## config.mk

```make
export PLATFORM = sky130hd
export DESIGN_NAME = tile_source_address_generator_core
export DESIGN_NICKNAME = d
export VERILOG_FILES = /design/src/rtl/tsag_pkg.sv /design/src/rtl/tsag_front.sv /design/src/rtl/tsag_mirror.sv /design/src/rtl/tsag_back.sv /design/src/rtl/tile_source_address_generator_core.sv
export SDC_FILE = /design/constraint.sdc
export NUM_CORES = 2
export LEC_CHECK = 0
export ABC_CLOCK_PERIOD_IN_PS = 9400
export BUFFER_PORTS_ARGS = -buffer_cell sky130_fd_sc_hd__clkbuf_2
export CORE_ASPECT_RATIO = 1.75
export CORE_MARGIN = 2
export CORE_UTILIZATION = 40
export CTS_BUF_LIST = sky130_fd_sc_hd__clkbuf_4 sky130_fd_sc_hd__clkbuf_8
export DETAILED_ROUTE_END_ITERATION = 6
export PLACE_DENSITY_LB_ADDON = 0.15
export SKIP_CTS_REPAIR_TIMING = 1
export SLEW_MARGIN = 0
export SYNTH_ARGS = -nofsm -noshare
export SYNTH_HDL_FRONTEND = slang
export SYNTH_SLANG_ARGS = --single-unit
```

## constraint.sdc

```tcl
create_clock -name clk -period 9.4 [get_ports clk]
set_clock_uncertainty 0.05 [all_clocks]
set_input_delay 0 -clock clk [delete_from_list [all_inputs] [get_ports clk]]
set_output_delay 0 -clock clk [all_outputs]
set_load 0.05 [all_outputs]
```

## src/rtl/tsag_pkg.sv

```systemverilog
// ----------------------------------------------------------------------------
// tsag_pkg
// Shared types, limits and register codes of the tile source address generator.
// ----------------------------------------------------------------------------
package tsag_pkg;

  localparam logic [12:0] MAX_IMAGE = 13'd4096;
  localparam logic [10:0] MAX_TILE  = 11'd1024;

  localparam int unsigned CFG_IDX_W  = 3;
  localparam int unsigned CFG_DATA_W = 13;

  typedef enum logic [CFG_IDX_W-1:0] {
    REG_IMAGE_WIDTH  = 3'd0,
    REG_IMAGE_HEIGHT = 3'd1,
    REG_TILE_SIZE    = 3'd2,
    REG_OVERLAP      = 3'd3,
    REG_REFLECT_MODE = 3'd4
  } cfg_reg_t;

  // Configuration after saturation, with the derived mirror periods.
  typedef struct packed {
    logic [12:0] w;
    logic [12:0] h;
    logic [12:0] wm1;
    logic [12:0] hm1;
    logic [12:0] per_x;
    logic [12:0] per_y;
    logic        w_small;
    logic        h_small;
    logic [10:0] ts;
    logic [8:0]  ov;
    logic        refl;
  } cfg_t;

  typedef struct packed {
    logic signed [13:0] c;
    logic [9:0]         off;
  } axis_front_t;

  typedef struct packed {
    axis_front_t x;
    axis_front_t y;
  } front_item_t;

  typedef struct packed {
    logic [12:0] r;
    logic        neg;
    logic [11:0] cl;
    logic        lt;
  } axis_mod_t;

  typedef struct packed {
    axis_mod_t x;
    axis_mod_t y;
    logic      hit;
  } mod_item_t;

  typedef struct packed {
    logic [11:0] sx;
    logic [11:0] sy;
    logic        zf;
    logic        hit;
  } src_item_t;

  typedef struct packed {
    logic [11:0] sx;
    logic [11:0] sy;
    logic [23:0] addr;
    logic        zf;
    logic        hit;
  } res_item_t;

endpackage

```

## src/rtl/tsag_front.sv

```systemverilog
// ----------------------------------------------------------------------------
// tsag_front
// Accepts tile items, forms the padded coordinates and holds them in a
// four-entry queue for the back end.
// ----------------------------------------------------------------------------
module tsag_front import tsag_pkg::*; (
  input  logic        clk,
  input  logic        rst,
  input  cfg_t        cfg,
  input  logic        push,
  output logic        full,
  input  logic [11:0] tile_x,
  input  logic [11:0] tile_y,
  input  logic [9:0]  off_x,
  input  logic [9:0]  off_y,
  input  logic        take,
  output logic        head_valid,
  output front_item_t head
);

  localparam int unsigned DEPTH = 4;

  front_item_t entries [DEPTH];
  logic [1:0]  wptr;
  logic [1:0]  rptr;
  logic [2:0]  count;
  logic        wr;
  logic        rd;
  front_item_t item;

  function automatic axis_front_t axis_front(input logic [11:0] t, input logic [9:0] off,
                                             input logic [8:0] ov, input logic refl);
    logic signed [13:0] o;
    logic signed [13:0] org;
    axis_front_t        a;
    o = $signed({2'b00, t}) - $signed({5'd0, ov});
    org = (!refl && o < 0) ? 14'sd0 : o;
    a.c = org + $signed({4'd0, off});
    a.off = off;
    return a;
  endfunction

  assign full       = (count == 3'(DEPTH));
  assign head_valid = (count != 3'd0);
  assign head       = entries[rptr];
  assign wr         = push && !full;
  assign rd         = take && head_valid;

  always_comb begin
    item.x = axis_front(tile_x, off_x, cfg.ov, cfg.refl);
    item.y = axis_front(tile_y, off_y, cfg.ov, cfg.refl);
  end

  always_ff @(posedge clk) begin
    if (wr) begin
      entries[wptr] <= item;
    end
  end

  always_ff @(posedge clk) begin
    if (rst) begin
      wptr  <= '0;
      rptr  <= '0;
      count <= '0;
    end else begin
      if (wr) begin
        wptr <= wptr + 2'd1;
      end
      if (rd) begin
        rptr <= rptr + 2'd1;
      end
      count <= count + 3'(wr) - 3'(rd);
    end
  end

endmodule

```

## src/rtl/tsag_mirror.sv

```systemverilog
// ----------------------------------------------------------------------------
// tsag_mirror
// Fixed-latency pipeline that reduces both coordinates modulo the mirror
// period two quotient bits per stage; reflect mode folds them into the image.
// ----------------------------------------------------------------------------
module tsag_mirror import tsag_pkg::*; (
  input  logic        clk,
  input  logic        rst,
  input  cfg_t        cfg,
  input  logic        in_valid,
  input  front_item_t in_item,
  output logic        out_valid,
  output src_item_t   out_item
);

  localparam int unsigned NSTAGE = 6;

  mod_item_t st  [NSTAGE+1];
  logic      vld [NSTAGE+1];
  mod_item_t entry;

  function automatic axis_mod_t axis_entry(input axis_front_t a, input logic [12:0] dim);
    logic signed [13:0] mag;
    axis_mod_t          m;
    mag   = a.c[13] ? -a.c : a.c;
    m.r   = mag[12:0];
    m.neg = a.c[13];
    m.cl  = a.c[11:0];
    m.lt  = a.c < $signed({1'b0, dim});
    return m;
  endfunction

  function automatic logic [12:0] mod_step(input logic [12:0] r, input logic [12:0] p,
                                           input logic [3:0] k);
    logic [12:0] q;
    q = r >> k;
    return (q >= p) ? (r - (p << k)) : r;
  endfunction

  function automatic logic [11:0] fold(input axis_mod_t a, input logic [12:0] per,
                                       input logic [12:0] dm1, input logic [12:0] dim,
                                       input logic degen);
    logic [12:0] alt;
    logic        use_alt;
    logic [12:0] m;
    alt     = per - a.r;
    use_alt = (a.neg && a.r != 13'd0) ? (a.r >= dm1) : (a.r >= dim);
    m       = use_alt ? alt : a.r;
    return degen ? 12'd0 : m[11:0];
  endfunction

  always_comb begin
    entry.x   = axis_entry(in_item.x, cfg.w);
    entry.y   = axis_entry(in_item.y, cfg.h);
    entry.hit = ({1'b0, in_item.x.off} < cfg.ts) && ({1'b0, in_item.y.off} < cfg.ts)
                && (cfg.refl || (entry.x.lt && entry.y.lt));
  end

  always_ff @(posedge clk) begin
    st[0] <= entry;
  end

  for (genvar s = 0; s < NSTAGE; s++) begin : g_stage
    localparam logic [3:0] K_HI = 4'(2 * (NSTAGE - s) - 1);
    localparam logic [3:0] K_LO = 4'(2 * (NSTAGE - s) - 2);
    mod_item_t nxt;
    always_comb begin
      nxt     = st[s];
      nxt.x.r = mod_step(mod_step(st[s].x.r, cfg.per_x, K_HI), cfg.per_x, K_LO);
      nxt.y.r = mod_step(mod_step(st[s].y.r, cfg.per_y, K_HI), cfg.per_y, K_LO);
    end
    always_ff @(posedge clk) begin
      st[s+1] <= nxt;
    end
  end

  always_ff @(posedge clk) begin
    if (cfg.refl) begin
      out_item.sx <= fold(st[NSTAGE].x, cfg.per_x, cfg.wm1, cfg.w, cfg.w_small);
      out_item.sy <= fold(st[NSTAGE].y, cfg.per_y, cfg.hm1, cfg.h, cfg.h_small);
      out_item.zf <= 1'b0;
    end else if (st[NSTAGE].x.lt && st[NSTAGE].y.lt) begin
      out_item.sx <= st[NSTAGE].x.cl;
      out_item.sy <= st[NSTAGE].y.cl;
      out_item.zf <= 1'b0;
    end else begin
      out_item.sx <= 12'd0;
      out_item.sy <= 12'd0;
      out_item.zf <= 1'b1;
    end
    out_item.hit <= st[NSTAGE].hit;
  end

  always_ff @(posedge clk) begin
    if (rst) begin
      for (int i = 0; i <= NSTAGE; i++) begin
        vld[i] <= 1'b0;
      end
      out_valid <= 1'b0;
    end else begin
      vld[0] <= in_valid;
      for (int i = 0; i < NSTAGE; i++) begin
        vld[i+1] <= vld[i];
      end
      out_valid <= vld[NSTAGE];
    end
  end

endmodule

```

## src/rtl/tsag_back.sv

```systemverilog
// ----------------------------------------------------------------------------
// tsag_back
// Forms the plane address, buffers results in a sixteen-entry queue and
// grants issue credits so that the pipeline in front of it never stalls.
// ----------------------------------------------------------------------------
module tsag_back import tsag_pkg::*; (
  input  logic        clk,
  input  logic        rst,
  input  cfg_t        cfg,
  input  logic        issue,
  output logic        credit,
  input  logic        in_valid,
  input  src_item_t   in_item,
  input  logic        pop,
  output logic        empty,
  output res_item_t   head
);

  localparam int unsigned DEPTH = 16;

  src_item_t   mul_item;
  logic        mul_valid;
  logic [24:0] prod;
  logic [24:0] sum;
  res_item_t   wr_item;
  res_item_t   entries [DEPTH];
  logic [3:0]  wptr;
  logic [3:0]  rptr;
  logic [4:0]  count;
  logic [4:0]  occ;
  logic        rd;

  assign rd     = pop && !empty;
  assign empty  = (count == 5'd0);
  assign head   = entries[rptr];
  assign credit = (occ < 5'(DEPTH));
  assign sum    = prod + {13'd0, mul_item.sx};

  always_comb begin
    wr_item.sx   = mul_item.sx;
    wr_item.sy   = mul_item.sy;
    wr_item.addr = sum[23:0];
    wr_item.zf   = mul_item.zf;
    wr_item.hit  = mul_item.hit;
  end

  always_ff @(posedge clk) begin
    mul_item <= in_item;
    prod     <= {13'd0, in_item.sy} * {12'd0, cfg.w};
    if (mul_valid) begin
      entries[wptr] <= wr_item;
    end
  end

  always_ff @(posedge clk) begin
    if (rst) begin
      mul_valid <= 1'b0;
      wptr      <= '0;
      rptr      <= '0;
      count     <= '0;
      occ       <= '0;
    end else begin
      mul_valid <= in_valid;
      if (mul_valid) begin
        wptr <= wptr + 4'd1;
      end
      if (rd) begin
        rptr <= rptr + 4'd1;
      end
      count <= count + 5'(mul_valid) - 5'(rd);
      occ   <= occ + 5'(issue) - 5'(rd);
    end
  end

endmodule

```

## src/rtl/tile_source_address_generator_core.sv

```systemverilog
// ----------------------------------------------------------------------------
// tile_source_address_generator_core
// Maps a pixel of a padded tile to its source coordinate and plane address,
// with mirror or zero-fill padding at the image edges.
// ----------------------------------------------------------------------------
//  Channel   Handshake          Payload
//  input     push / full        tile_x, tile_y, off_x, off_y
//  result    empty / pop        src_x, src_y, src_addr, zero_fill, in_tile
//  config    cfg_valid / ready  cfg_index, cfg_data
//
// One item is taken per cycle while the front queue is not full; each result
// passes the six-stage modulo pipeline plus fold, multiply and entry stages.
// Reset clears both queues and loads the register reset values.
// The input side stalls only when the four-entry front queue fills, which
// happens when the sixteen-entry result queue has no credit left.
module tile_source_address_generator_core import tsag_pkg::*; (
  input  logic                  clk,
  input  logic                  rst,
  input  logic                  push,
  output logic                  full,
  input  logic [11:0]           tile_x,
  input  logic [11:0]           tile_y,
  input  logic [9:0]            off_x,
  input  logic [9:0]            off_y,
  output logic                  empty,
  input  logic                  pop,
  output logic [11:0]           src_x,
  output logic [11:0]           src_y,
  output logic [23:0]           src_addr,
  output logic                  zero_fill,
  output logic                  in_tile,
  input  logic                  cfg_valid,
  output logic                  cfg_ready,
  input  logic [CFG_IDX_W-1:0]  cfg_index,
  input  logic [CFG_DATA_W-1:0] cfg_data
);

  logic [12:0] image_width;
  logic [12:0] image_height;
  logic [10:0] tile_size;
  logic [8:0]  overlap;
  logic        reflect_mode;
  cfg_t        cfg;
  logic        head_valid;
  front_item_t head;
  logic        credit;
  logic        issue;
  logic        src_valid;
  src_item_t   src_item;
  res_item_t   res;

  assign cfg_ready = 1'b1;

  always_ff @(posedge clk) begin
    if (rst) begin
      image_width  <= 13'd1;
      image_height <= 13'd1;
      tile_size    <= 11'd256;
      overlap      <= 9'd16;
      reflect_mode <= 1'b0;
    end else if (cfg_valid && cfg_ready) begin
      unique case (cfg_reg_t'(cfg_index))
        REG_IMAGE_WIDTH:  image_width  <= cfg_data[12:0];
        REG_IMAGE_HEIGHT: image_height <= cfg_data[12:0];
        REG_TILE_SIZE:    tile_size    <= cfg_data[10:0];
        REG_OVERLAP:      overlap      <= cfg_data[8:0];
        REG_REFLECT_MODE: reflect_mode <= cfg_data[0];
        default: ;
      endcase
    end
  end

  always_comb begin
    cfg.w       = (image_width > MAX_IMAGE) ? MAX_IMAGE : image_width;
    cfg.h       = (image_height > MAX_IMAGE) ? MAX_IMAGE : image_height;
    cfg.wm1     = cfg.w - 13'd1;
    cfg.hm1     = cfg.h - 13'd1;
    cfg.per_x   = {cfg.wm1[11:0], 1'b0};
    cfg.per_y   = {cfg.hm1[11:0], 1'b0};
    cfg.w_small = (cfg.w <= 13'd1);
    cfg.h_small = (cfg.h <= 13'd1);
    cfg.ts      = (tile_size > MAX_TILE) ? MAX_TILE : tile_size;
    cfg.ov      = overlap;
    cfg.refl    = reflect_mode;
  end

  assign issue = head_valid && credit;

  tsag_front u_front (
    .clk        (clk),
    .rst        (rst),
    .cfg        (cfg),
    .push       (push),
    .full       (full),
    .tile_x     (tile_x),
    .tile_y     (tile_y),
    .off_x      (off_x),
    .off_y      (off_y),
    .take       (issue),
    .head_valid (head_valid),
    .head       (head)
  );

  tsag_mirror u_mirror (
    .clk       (clk),
    .rst       (rst),
    .cfg       (cfg),
    .in_valid  (issue),
    .in_item   (head),
    .out_valid (src_valid),
    .out_item  (src_item)
  );

  tsag_back u_back (
    .clk      (clk),
    .rst      (rst),
    .cfg      (cfg),
    .issue    (issue),
    .credit   (credit),
    .in_valid (src_valid),
    .in_item  (src_item),
    .pop      (pop),
    .empty    (empty),
    .head     (res)
  );

  assign src_x     = res.sx;
  assign src_y     = res.sy;
  assign src_addr  = res.addr;
  assign zero_fill = res.zf;
  assign in_tile   = res.hit;

  a_zero_fill_clears: assert property (@(posedge clk) disable iff (rst)
    (!empty && zero_fill) |-> (src_x == 12'd0 && src_y == 12'd0 && src_addr == 24'd0))
    else $error("zero-filled result carries a nonzero coordinate or address");

  a_reset_drains: assert property (@(posedge clk)
    rst |=> (empty && !full))
    else $error("queues not empty after reset");

  a_result_held: assert property (@(posedge clk) disable iff (rst)
    (!empty && !pop) |=> !empty)
    else $error("waiting result lost without a pop");

endmodule

```

==> metrics.md <==
| Metric | Value |
|---|---|
| Result of the run | `finished, final reports clean` |
| Routed len/inst | `22.83 um` |
| Count of cell types in the netlist | `90` |
| Library cell with the largest summed area after synthesis | `sky130_fd_sc_hd__edfxtp_1` |
| Non-filler cells in the finished layout | `7756` |
| Number of maximum-capacitance violations | `0` |
| Cell Pwr Density | `320.4 mW/mm2` |
| Setup repair after global routing missed its margin | `false` |
| # DRC | `0` |
| Reported net switching power | `approximately 9 mW` |
| Total negative setup slack | `0 ns` |
| Setup slack after layout | `~1.6 ns` |
| Share of final-layout standard cells stronger than drive strength 1 | `about a fifth` |
| Number of flops mapped to enable cells by yosys | `roughly 990` |
| Root buffer cell | `sky130_fd_sc_hd__clkbuf_8` |
| Number of sinks on the clock net | `~1500` |
| Site Rows | `slightly above 200` |
| Cells taking the most area after synthesis | `sky130_fd_sc_hd__edfxtp_1, sky130_fd_sc_hd__dfxtp_1, sky130_fd_sc_hd__mux4_2, sky130_fd_sc_hd__ha_1, sky130_fd_sc_hd__fa_1` |
| Fin crit period | `between 7 and 8 ns` |
| Violation count after the first detailed-route iteration | `2294` |
| Worst-case headroom to the max-slew limit | `about an eighth` |
| First-pass iteration count of the detailed router | `6` |
| Detailed Route WL | `about 180000 um` |
| Buffer levels on the longest clock path | `4` |
| Number of max-slew violations in the final report | `0` |
| Share of the yosys chip area belonging to registers | `57.93%` |
| Final Hold Viols | `0` |
| CTS H-tree lvls | `4` |
| Insertion delay of the later-clocked pin in the worst-skew pair | `0.94 ns` |
| Critical Path Slowest Stage Cell | `sky130_fd_sc_hd__a2111oi_0` |
| Internal power | `around 16 mW` |
| Ys flop type | `sky130_fd_sc_hd__edfxtp_1` |
| FFs w/ async S/R, synth | `0%` |
| HPWL after DPL | `approximately 120000 um` |
| Total of endpoints with negative setup slack in the final report | `0` |
| Arrival @ worst endpoint | `8.51 ns` |
| Most common cell in the netlist | `sky130_fd_sc_hd__edfxtp_1` |
| Number of I/O port buffers | `between 100 and 150` |
| Mapped Nets | `between 5000 and 6000` |
| Maximum number of pins on one net before global-route repair | `around 120` |
| Cts bufs inserted | `224` |
| Data required time of the worst path | `about 10 ns` |
| DR vias/cell | `5.293` |
| Largest delay contributor family on the critical path | `compound AO/OA/AOI/OAI gates` |
| Area of the mapped netlist | `between 0.06 and 0.07 mm2` |
| Fin Hold WS | `0.006469 ns` |
| Worst setup slack before clock tree synthesis | `around 1.7 ns` |
| Number of antenna violations at the first check in global routing | `4` |
| Largest fanout on the critical path | `14` |
| Area taken by multi-input logic gates | `0.02754 mm2` |
| Number of buffers and inverters on the critical path | `1` |
| Number of global-route vias before repair | `approximately 44000` |
| Register cell area after layout | `about 0.040 mm2` |
| Clock group share of total power | `22.2%` |
| Total routing resource utilization after global routing | `between 10% and 20%` |
| Synth-to-layout area growth | `13.42%` |
| Worst-case vdd ir drop | `roughly 140 uV` |
| Placed cell count | `approximately 7200` |
| Global placer's final weighted congestion | `about 0.85` |
| Worst-path cell chain | `nor4_1 -> nand2_1 -> o41ai_2 -> nand2_1 -> xnor2_2 -> buf_4 -> ha_1 -> and4b_1 -> nor3_1 -> o21ai_0 -> a2111oi_0 -> nor4_4 -> mux2_2 -> ha_1 -> o21ai_0 -> a21oi_1 -> o41ai_1 -> a21oi_1 -> nor4bb_1 -> a211oi_4 -> mux2_2` |
| Final worst path period share | `about 83%` |
| Maximum operating frequency | `between 0.1 and 0.15 GHz` |
| Critical path launch point | `image_height[6]` |
| Synthesized area per cell | `about 14 um2` |
| Worst min-delay path startpoint | `tile_y[8]` |
| Fraction of synthesized cell area taken by the top area cell type | `between 40% and 50%` |
| Core Box Area | `between 0.15 and 0.2 mm2` |
| Proportion of total power due to net switching | `a little over a third` |
| HP Class | `in -> reg` |
| Met3 GRT Util | `roughly 2.5%` |
| Met1 Track Usage GR | `a little over a fifth` |
| Synth Register Bits | `approximately 1500` |
| Gate count after technology mapping | `about 5000` |
| Die area | `approximately 0.18 mm2` |
| Leakage power summed over all cells | `between 20 and 30 nW` |
| Syn. warnings | `0` |
| Kind of end point of the critical path | `flop` |
| Ports | `approximately 120` |
| Reg-to-Reg Start | `image_height[6]` |
| Met2 track utilization from global routing | `39.25%` |
| Startpoint class of the critical path | `flop` |
| Count of fill cells added during filler insertion | `between 15000 and 20000` |
| Class of the most critical setup path | `reg -> reg` |
| Global-route wire length before repair | `264100 um` |
| Largest stage delay on the critical path | `about 0.70 ns` |
| Overall via count from detail_route | `between 40000 and 50000` |
| Share of total power in sequential cells | `about two fifths` |
| Post-layout nets | `5929` |
| Layer carrying the most global-route usage | `met2` |
| Most instantiated cells after synthesis | `sky130_fd_sc_hd__edfxtp_1, sky130_fd_sc_hd__dfxtp_1, sky130_fd_sc_hd__ha_1` |
| CTS clock-pin slew for the worst setup and hold paths | `around 0.07 ns` |
| Clock tree from TritonCTS | `built` |
| Overflow after GRT | `0` |
| Worst Max-Slew Pin Slew | `approximately 1.3 ns` |
| Relative contribution of combinational cells to total power | `between 30% and 40%` |
| Number of routed nets with antenna violations | `0` |
| Floorplan die width | `around 320 um` |
| DIE HEIGHT | `556.9 um` |
| Effective utilization at floorplan | `40.10%` |
## kinds of logic (layout without fill, tap and decap cells)
family,Yosys count,after routing,synth area share (%)
compound gates,659,659,6.070
xor+xnor,228,228,2.858
fa+ha+maj,543,543,11.24
buf+inv,507,1066,2.765
flops,1526,1526,57.93
mux,441,441,11.82
other cells,1,4,0.005367
simple gates,1034,1034,7.313
## registers in the layout, indices dropped and copies added, names as in the netlist, 9 cells and up, named ones only
register           count
u_front.entries      192
u_back.mul_item       26
image_height          13
image_width           13
overlap                9
u_mirror.out_item     26
tile_size             11
u_back.prod           24
u_mirror.st          371
u_back.entries       800
## worst paths after layout
path	endpoint	slack (ns)	cells past startpoint
setup / recovery	u_mirror.st[5][20]	1.62	21
hold / removal	u_front.entries[1][21]	0.006	5
setup reg to reg	u_mirror.st[5][20]	1.62	21
hold reg to reg	u_mirror.st[3][33]	0.19	0
## routing by layer
metal	wire length [um]	vias to the layer above	share of wire, %
li1	-	19071	-
met1	65760	20737	37
met2	99530	888	56
met3	5930	358	3.3
met4	5806	2	3.3
met5	13	-	0.0073
## area by class of cell
| class | count | share of cell area [%] |
|---|---|---|
| Antenna cell | 3 | 0.009472 |
| Clock buffer | 326 | 5.093 |
| Clock inverter | 77 | 0.9141 |
| Inverter | 364 | 1.727 |
| Multi-Input combinational cell | 2906 | 34.75 |
| Sequential cell | 1526 | 51.10 |
| Tap cell | 2255 | 3.560 |
| Timing Repair Buffer | 299 | 2.851 |
## metrics by stage
step / power, mW / utilization (%) / cell area [um2]
2_1_floorplan: 17.12 / - / 69880
3_3_place_gp: 19.86 / 42.11 / 73380
3_5_place_dp: 19.94 / 42.11 / 73380
5_1_grt: 27.08 / 45.49 / 79250
4_1_cts: 25.69 / 44.84 / 78140
6_report: 25.39 / 45.49 / 79250
## worst min-delay path, stage by stage
cell and delay (ns):
sky130_fd_sc_hd__clkbuf_2 0.08, sky130_fd_sc_hd__ha_1 0.26, sky130_fd_sc_hd__a31oi_1 0.14, sky130_fd_sc_hd__nand3_1 0.14
sky130_fd_sc_hd__mux2i_1 0.14
## power groups by stage
stage               registers (mW)  clock network [mW]  logic (mW)
finish                        9.68                5.65        10.1
global route                  9.81                6.09        11.2
CTS                           9.71                5.82        10.2
detailed placement            9.86                   0        10.1
global placement              9.84                   0        10.0
floorplan                     9.32                   0        7.80
## placed cells by master, fill, tap and decap left out, types with 23 or more instances in the layout
master / instances
sky130_fd_sc_hd__nor3_1: 54
sky130_fd_sc_hd__nor2_1: 204
sky130_fd_sc_hd__nand4_1: 31
sky130_fd_sc_hd__o21ai_0: 142
sky130_fd_sc_hd__or3_1: 35
sky130_fd_sc_hd__nand2_1: 364
sky130_fd_sc_hd__a211oi_1: 27
sky130_fd_sc_hd__ha_1: 402
sky130_fd_sc_hd__a21o_1: 65
sky130_fd_sc_hd__nand3_1: 41
sky130_fd_sc_hd__nor2b_1: 65
sky130_fd_sc_hd__mux2i_1: 48
sky130_fd_sc_hd__clkinv_1: 29
sky130_fd_sc_hd__clkbuf_4: 72
sky130_fd_sc_hd__edfxtp_1: 992
sky130_fd_sc_hd__o21a_1: 35
sky130_fd_sc_hd__clkinv_2: 24
sky130_fd_sc_hd__and2_1: 60
sky130_fd_sc_hd__mux2_2: 94
sky130_fd_sc_hd__inv_1: 359
sky130_fd_sc_hd__fa_1: 141
sky130_fd_sc_hd__clkbuf_8: 254
sky130_fd_sc_hd__nand2b_1: 34
sky130_fd_sc_hd__mux4_2: 298
sky130_fd_sc_hd__a21oi_1: 202
sky130_fd_sc_hd__buf_4: 71
sky130_fd_sc_hd__a31oi_1: 23
sky130_fd_sc_hd__dfxtp_1: 528
sky130_fd_sc_hd__dlygate4sd3_1: 111
sky130_fd_sc_hd__nor4_1: 27
sky130_fd_sc_hd__xor2_1: 62
sky130_fd_sc_hd__clkbuf_2: 115
sky130_fd_sc_hd__xnor2_1: 163
(Power assumes the default switching activity.)
